## src/pac_pkg.sv

```systemverilog
// Shared types, constants and the arctangent table for the pursuit arc curvature core.
package pac_pkg;

   localparam logic signed [32:0] PI_Q28      = 33'sd843314857;
   localparam logic signed [32:0] TWO_PI_Q28  = 33'sd1686629713;
   localparam logic signed [32:0] HALF_PI_Q28 = 33'sd421657428;
   localparam logic signed [33:0] CORDIC_K_Q30 = 34'sd652032874;

   localparam int REM_W = 63;
   localparam int DEN_W = 62;
   localparam int MAG_W = 63;
   localparam int QUO_W = 32;

   typedef logic [1:0] pac_status_type;
   localparam pac_status_type STATUS_OK    = 2'd0;
   localparam pac_status_type STATUS_COINC = 2'd1;
   localparam pac_status_type STATUS_SAT   = 2'd2;

   typedef struct packed {
      logic               coinc;
      logic [1:0]         k;
      logic signed [30:0] dx;
      logic signed [30:0] dy;
   } pac_side_type;

   function automatic logic [31:0] atan_q30(input logic [4:0] idx);
      logic [31:0] v;
      case (idx)
         5'd0:  v = 32'h3243F6A8;
         5'd1:  v = 32'h1DAC6705;
         5'd2:  v = 32'h0FADBAFC;
         5'd3:  v = 32'h07F56EA6;
         5'd4:  v = 32'h03FEAB76;
         5'd5:  v = 32'h01FFD55B;
         5'd6:  v = 32'h00FFFAAA;
         5'd7:  v = 32'h007FFF55;
         5'd8:  v = 32'h003FFFEA;
         5'd9:  v = 32'h001FFFFD;
         5'd10: v = 32'h000FFFFF;
         5'd11: v = 32'h0007FFFF;
         5'd12: v = 32'h0003FFFF;
         5'd13: v = 32'h0001FFFF;
         5'd14: v = 32'h0000FFFF;
         5'd15: v = 32'h00007FFF;
         5'd16: v = 32'h00003FFF;
         5'd17: v = 32'h00001FFF;
         5'd18: v = 32'h00000FFF;
         5'd19: v = 32'h000007FF;
         5'd20: v = 32'h000003FF;
         5'd21: v = 32'h000001FF;
         5'd22: v = 32'h000000FF;
         5'd23: v = 32'h0000007F;
         5'd24: v = 32'h0000003F;
         5'd25: v = 32'h0000001F;
         5'd26: v = 32'h0000000F;
         5'd27: v = 32'h00000008;
         5'd28: v = 32'h00000004;
         5'd29: v = 32'h00000002;
         5'd30: v = 32'h00000001;
         default: v = 32'h00000000;
      endcase
      return v;
   endfunction

endpackage

```

## src/pac_front.sv

```systemverilog
// Front end: deltas, delta scaling, heading wrap and fold into the CORDIC range.
module pac_front (
   input  logic                 clock,
   input  logic                 reset,
   input  logic                 in_valid,
   input  logic signed [31:0]   start_x,
   input  logic signed [31:0]   start_y,
   input  logic signed [31:0]   heading,
   input  logic signed [31:0]   goal_x,
   input  logic signed [31:0]   goal_y,
   output logic                 out_valid,
   output pac_pkg::pac_side_type out_side,
   output logic signed [33:0]   out_z,
   output logic                 out_flip
);
   import pac_pkg::*;

   logic               v1_ff, v2_ff;
   logic signed [32:0] dx_ff, dy_ff, dx_in, dy_in;
   logic signed [31:0] h_ff, h_in;
   logic signed [32:0] hw;

   pac_side_type       side_ff, side_in;
   logic signed [33:0] z_ff, z_in;
   logic               flip_ff, flip_in;

   logic [32:0]        mx, my, m;
   logic [1:0]         k;
   logic signed [32:0] bx, by, sx, sy, hf;

   always_comb begin
      dx_in = 33'(goal_x) - 33'(start_x);
      dy_in = 33'(goal_y) - 33'(start_y);
      hw    = 33'(heading);
      if (hw > PI_Q28) begin
         hw = hw - TWO_PI_Q28;
      end else if (hw < -PI_Q28) begin
         hw = hw + TWO_PI_Q28;
      end
      h_in = 32'(hw);
   end

   always_comb begin
      mx = dx_ff[32] ? 33'(-dx_ff) : 33'(dx_ff);
      my = dy_ff[32] ? 33'(-dy_ff) : 33'(dy_ff);
      m  = (mx > my) ? mx : my;
      if (m < 33'h040000000) begin
         k = 2'd0;
      end else if (m < 33'h080000000) begin
         k = 2'd1;
      end else if (m < 33'h100000000) begin
         k = 2'd2;
      end else begin
         k = 2'd3;
      end
      // truncate toward zero
      bx = dx_ff[32] ? ((33'sd1 <<< k) - 33'sd1) : 33'sd0;
      by = dy_ff[32] ? ((33'sd1 <<< k) - 33'sd1) : 33'sd0;
      sx = (dx_ff + bx) >>> k;
      sy = (dy_ff + by) >>> k;
      side_in.coinc = (dx_ff == 33'sd0) && (dy_ff == 33'sd0);
      side_in.k     = k;
      side_in.dx    = 31'(sx);
      side_in.dy    = 31'(sy);

      hf      = 33'(h_ff);
      flip_in = 1'b0;
      if (hf > HALF_PI_Q28) begin
         hf      = hf - PI_Q28;
         flip_in = 1'b1;
      end else if (hf < -HALF_PI_Q28) begin
         hf      = hf + PI_Q28;
         flip_in = 1'b1;
      end
      z_in = 34'(hf <<< 2);
   end

   always_ff @(posedge clock) begin
      if (reset) begin
         v1_ff <= 1'b0;
         v2_ff <= 1'b0;
      end else begin
         v1_ff <= in_valid;
         v2_ff <= v1_ff;
      end
      dx_ff   <= dx_in;
      dy_ff   <= dy_in;
      h_ff    <= h_in;
      side_ff <= side_in;
      z_ff    <= z_in;
      flip_ff <= flip_in;
   end

   assign out_valid = v2_ff;
   assign out_side  = side_ff;
   assign out_z     = z_ff;
   assign out_flip  = flip_ff;

endmodule

```

## config.mk

```make
export PLATFORM = sky130hd
export DESIGN_NAME = pac_front
export DESIGN_NICKNAME = d
export VERILOG_FILES = /design/src/pac_pkg.sv /design/src/pac_front.sv
export SDC_FILE = /design/constraint.sdc
export NUM_CORES = 1
export LEC_CHECK = 0
export BUFFER_PORTS_ARGS = -buffer_cell sky130_fd_sc_hd__buf_2
export CAP_MARGIN = 20
export CELL_PAD_IN_SITES_DETAIL_PLACEMENT = 0
export CELL_PAD_IN_SITES_GLOBAL_PLACEMENT = 1
export CORE_MARGIN = 2
export CORE_UTILIZATION = 45
export DETAILED_ROUTE_END_ITERATION = 10
export GPL_TIMING_DRIVEN = 1
export PLACE_DENSITY = 0.89
export SETUP_SLACK_MARGIN = 0.1
export SLEW_MARGIN = 20
export SYNTH_ARGS = -nofsm -noshare
export SYNTH_HDL_FRONTEND = slang
export SYNTH_SLANG_ARGS = --single-unit
export TNS_END_PERCENT = 1
```

## constraint.sdc

```tcl
create_clock -name clock -period 15.9 [get_ports clock]
set_clock_uncertainty 0.15 [all_clocks]
set_input_delay 0 -clock clock [delete_from_list [all_inputs] [get_ports clock]]
set_output_delay 0 -clock clock [all_outputs]
set_load 0.02 [all_outputs]
```

* After elaboration in Yosys (flattened, before gate mapping)
Cells that the tools add are included.
** Word-level totals
- Register bits after elaboration :: 198
- Bits of input ports :: 163
- Output and inout port bits :: 101
- Logic and storage cells :: 49
** Cells by class
- Add/sub/neg operators :: 11
- Magnitude comparators :: 8
- Shifts and indexed selects :: 3
- Muxes and demuxes :: 13
- Reductions and logical operators :: 3
** Operators with widths (number)
- two-way mux 33 bit :: 5
- two-way mux 32 bit :: 4
- adder 33 bit :: 2
- zero test 33 bit :: 2
- negation 33 bit :: 2
- >>> shifter 33 x 2 -> 31 bit :: 2
- subtractor 32 x 32 -> 33 bit :: 2
- greater-than comparator 33 bit :: 1
- less-than comparator 33 x 31 -> 1 bit, second input constant :: 1
- less-than comparator 33 x 32 -> 1 bit, second input constant :: 1
- less-than comparator 33 bit, second input constant :: 1
- <<< shifter 2 x 2 -> 33 bit, first input constant :: 1
- subtractor 33 x 2 -> 33 bit, second input constant :: 1
- adder 32 x 31 -> 32 bit, second input constant :: 1
- adder 32 bit, second input constant :: 1
- greater-than comparator 32 x 30 -> 1 bit, second input constant :: 1
- greater-than comparator 32 x 31 -> 1 bit, second input constant :: 1
- less-than comparator 32 x 30 -> 1 bit, second input constant :: 1
- less-than comparator 32 x 31 -> 1 bit, second input constant :: 1
- subtractor 32 x 31 -> 32 bit, second input constant :: 1
- subtractor 32 bit, second input constant :: 1
- two-way mux 2 bit :: 2
- two-way mux 1 bit :: 2
- logical AND 1 bit :: 1

* Depth between registers and ports, before layout
- Depth after elaboration :: 13
- Gate-level depth with buffers :: 30
- Depth with buffers taken out :: 30

* Worst setup path after synthesis
Ideal clock, no wire load.
- Kind :: flip-flop to flip-flop
- Start point :: register dx_ff[19]
- End point :: register side_ff (netlist bit out_side[30])
- Setup time :: 0.121 ns
- Data arrival time :: 7.209 ns
- Required time :: 15.629 ns
- Slack :: 8.420 ns
- Stages on the path, launching flop included :: 29
- Period minus slack after synthesis :: 7.480 ns
- Cell sequence :: dfxtp_1 buf_2 or4_4 or3_4 or3_4 o31a_1 xor2_1 ha_1 a21o_1 a21o_1 a21oi_1 o211ai_1 a211oi_1 mux2i_4 clkinv_2 nor2_2 buf_2 nor2b_1 fa_1 a211oi_1 o21ai_0 o21a_1 a21bo_2 o31ai_1 o31ai_1 a21oi_1 xnor2_1 mux2_1 mux2_2
** RTL lines
- from (decl) :: RTL line pac_front.sv:19 : logic signed [32:0] dx_ff, dy_ff, dx_in, dy_in;
- from (signal assigned) :: RTL line pac_front.sv:86 : dx_ff <= dx_in;
- to (signal assigned) :: RTL line pac_front.sv:89 : side_ff <= side_in;
- to (decl) :: RTL line pac_front.sv:23 : pac_side_type side_ff, side_in;

==> results.md <==
* Most frequent cells in the layout: buf_2 (261), dlygate4sd3_1 (212), dfxtp_1 (197)
* Root buffer cell: clkbuf_16
* Total CTS buffers at 17
* Post-CTS Setup Bufs at 0
* Worst Path Max Fanout at 28
* Synth async-reset ratio at 0%
* Fmax at about 110 MHz
* TritonCTS clock tree: built
* Total of max-cap violations at 0
* ANT nets after route at 0
* Most common cell on crit path: o31ai_1
* Tot Pwr at ~2.9 mW
* Clk_lat worst skew at approximately 0.46 ns
* Total gr overflow at 0
* Port Buffers at around 260
* Initial Utilization at between 40% and 50%
* Initial antenna violation count at 7
* Fin crit share at between 50 and 60%
* Total negative setup slack at 0 ns
* Drt pass-1 iters at 5
* Min-Delay Path Class: in2reg
* Worst EP required at ~16 ns
* P&R area growth vs syn at 26.7%
* #FFs+latches synth at between 150 and 200
* Register area share after synthesis at about a quarter
* Die area at 38300 µm²
* Yosys cell types at 86
* Crit path max-delay family: simple AND/OR/NAND/NOR gates
* Largest net degree at the start of global routing at 45
* Core area at roughly 36000 µm²
* Initial DRC Count at about 1000
* Pwr dens at approximately 140 nW/µm²
* Post-Synthesis Cell Area at around 17000 µm²
* Syn Area/Cell at ~8.2 µm²
* Final hold vios at 0
* Vias in the first global route at approximately 16000
* Post-layout min period at approximately 9 ns
* First-pass GRT wire length at around 79 mm
* Io pins at approximately 260
* Clk buf depth at 2
* Routed len/inst at approximately 17 µm
* Worst Setup Path Type: reg2reg
* Worst setup EP type: flip-flop
* Share of layout cells above drive strength 1 at 13.7%
* Fillers at between 3000 and 4000
* Worst path arrival time at 9.32 ns
* EDFF count, synth at 0
* Tightest Pin Transition at a little over 0.9 ns
* Clk slew on worst S/H paths at ~0.080 ns
* Drc violations at 0
* DP HPWL at ~38 mm
* Crit-path max cell delay at about 0.76 ns
* Synth area leaders: dfxtp_1 (24%), ha_1 (13%), mux2i_1 (7.1%), xnor2_1 (6.5%), xor2_1 (5.6%)
* Commonest non-fill, non-tap cell in the layout: buf_2
* Synthesis Warnings at 0
* Synth area leader: dfxtp_1
* Synth Instances at approximately 2000
* Maximum vdd drop at 0.123 mV
* CTS H-tree depth at 4
* Count of final setup violators at 0
* Hold slack final at between 0.02 and 0.03 ns
* Nets at between 2000 and 3000
* CP Launch Type: flip-flop
* Relative slew slack at 38.6%
* Die Ht at around 200 µm
* Slew Limit Fails at 0
* RSZ-0062 raised after global routing: no
* Clk sinks at roughly 200
* Rows at 70
* Status: finished, final reports clean
* Slowest stage cell, crit path: nor2_4
* Gpl congestion at approximately 0.91
* Gr usage total at between 20% and 30%
* Primary FF master, synth: dfxtp_1
* Crit path buf inv count at 1
* DR vias/cell at between 5 and 6
* Leakage at 9.70 nW
* Top cell type's share of synthesized area at between 20% and 30%
* Die W at ~200 µm
* DR vias at roughly 16000
* Total Wirelength at 49.9 mm
## metrics by stage
stage	util [%]	instances	instance area, µm²	worst slack [ns]
4_1_cts	57.5	2951	21000	6.85
6_report	57.6	2957	21000	6.78
5_1_grt	57.6	2955	21000	6.17
3_3_place_gp	50.0	2707	18200	7.11
2_1_floorplan	-	2061	16700	8.42
3_5_place_dp	50.0	2707	18200	6.90
## where the power goes
part / internal [mW] / switching, mW
logic: 0.688 / 0.921
registers: 0.671 / 0.145
clock network: 0.226 / 0.223
## path summary, 6_finish.rpt
| path | start | end | slack [ns] | cells past startpoint |
|---|---|---|---|---|
| max | dy_ff[8] | out_side[30] | 6.78 | 28 |
| min | start_x[26] | dx_ff[27] | 0.03 | 5 |
| max reg2reg | dy_ff[8] | out_side[30] | 6.78 | 28 |
| min reg2reg | v1_ff | out_valid | 0.30 | 1 |
## Yosys cell counts, types with 18 or more instances
cell type	number
nor2_1	103
a21oi_1	154
clkbuf_1	66
mux2i_1	117
nor2b_1	23
nand3_1	43
o21ai_0	104
nand2_1	159
dfxtp_1	198
nor4_1	20
o31ai_1	24
nor3_1	28
inv_1	123
xnor2_1	123
ha_1	169
o21a_1	20
nand4_1	25
a31oi_1	36
xor2_1	106
o22ai_1	18
a21o_1	63
## cell families (layout without fill, tap and decap cells)
group | Yosys count | count (layout) | synth area share (%)
compound gates | 567 | 567 | 22.2
xor+xnor | 229 | 229 | 12.1
fa+ha+maj | 173 | 173 | 13.3
buf+inv | 214 | 636 | 5.48
flops | 198 | 198 | 23.9
mux | 122 | 122 | 7.48
other cells | 1 | 50 | 0.0227
simple gates | 514 | 514 | 15.5
## state kept, by name, indices dropped and copies added (netlist names)
| register | flops |
|---|---|
| v1_ff | 1 |
| h_ff | 32 |
| out_side | 65 |
| out_flip | 1 |
| out_valid | 1 |
| dy_ff | 33 |
| out_z | 32 |
| dx_ff | 33 |
## metal layers
layer	GRT usage (%)	share of wire [%]
met1	31.6	44
met4	10.7	3.7
met5	0	0.032
met3	4.21	4.5
met2	43.6	47
## layout make-up
class | instances | area (µm²) | share of cell area (%)
inverters | 125 | 473 | 2.25
clock buffers | 17 | 425 | 2.03
multi-input cells | 1649 | 11900 | 56.5
diodes | 6 | 15.0 | 0.0716
repair buffers | 479 | 3470 | 16.6
well taps | 468 | 586 | 2.79
flip-flops and latches | 198 | 3970 | 18.9
clock inverters | 15 | 186 | 0.889
## worst min-delay path, cell delays in order
cell	delay (ns)
buf_2	0.10
inv_1	0.05
ha_1	0.21
nor2_1	0.09
xnor2_1	0.13
## repair_timing
item | CTS | global route
hold buffers | 212 | 0
resized for setup | 0 | 0
hold endpoints to repair | 100 | 0
(Power assumes the default switching activity.)
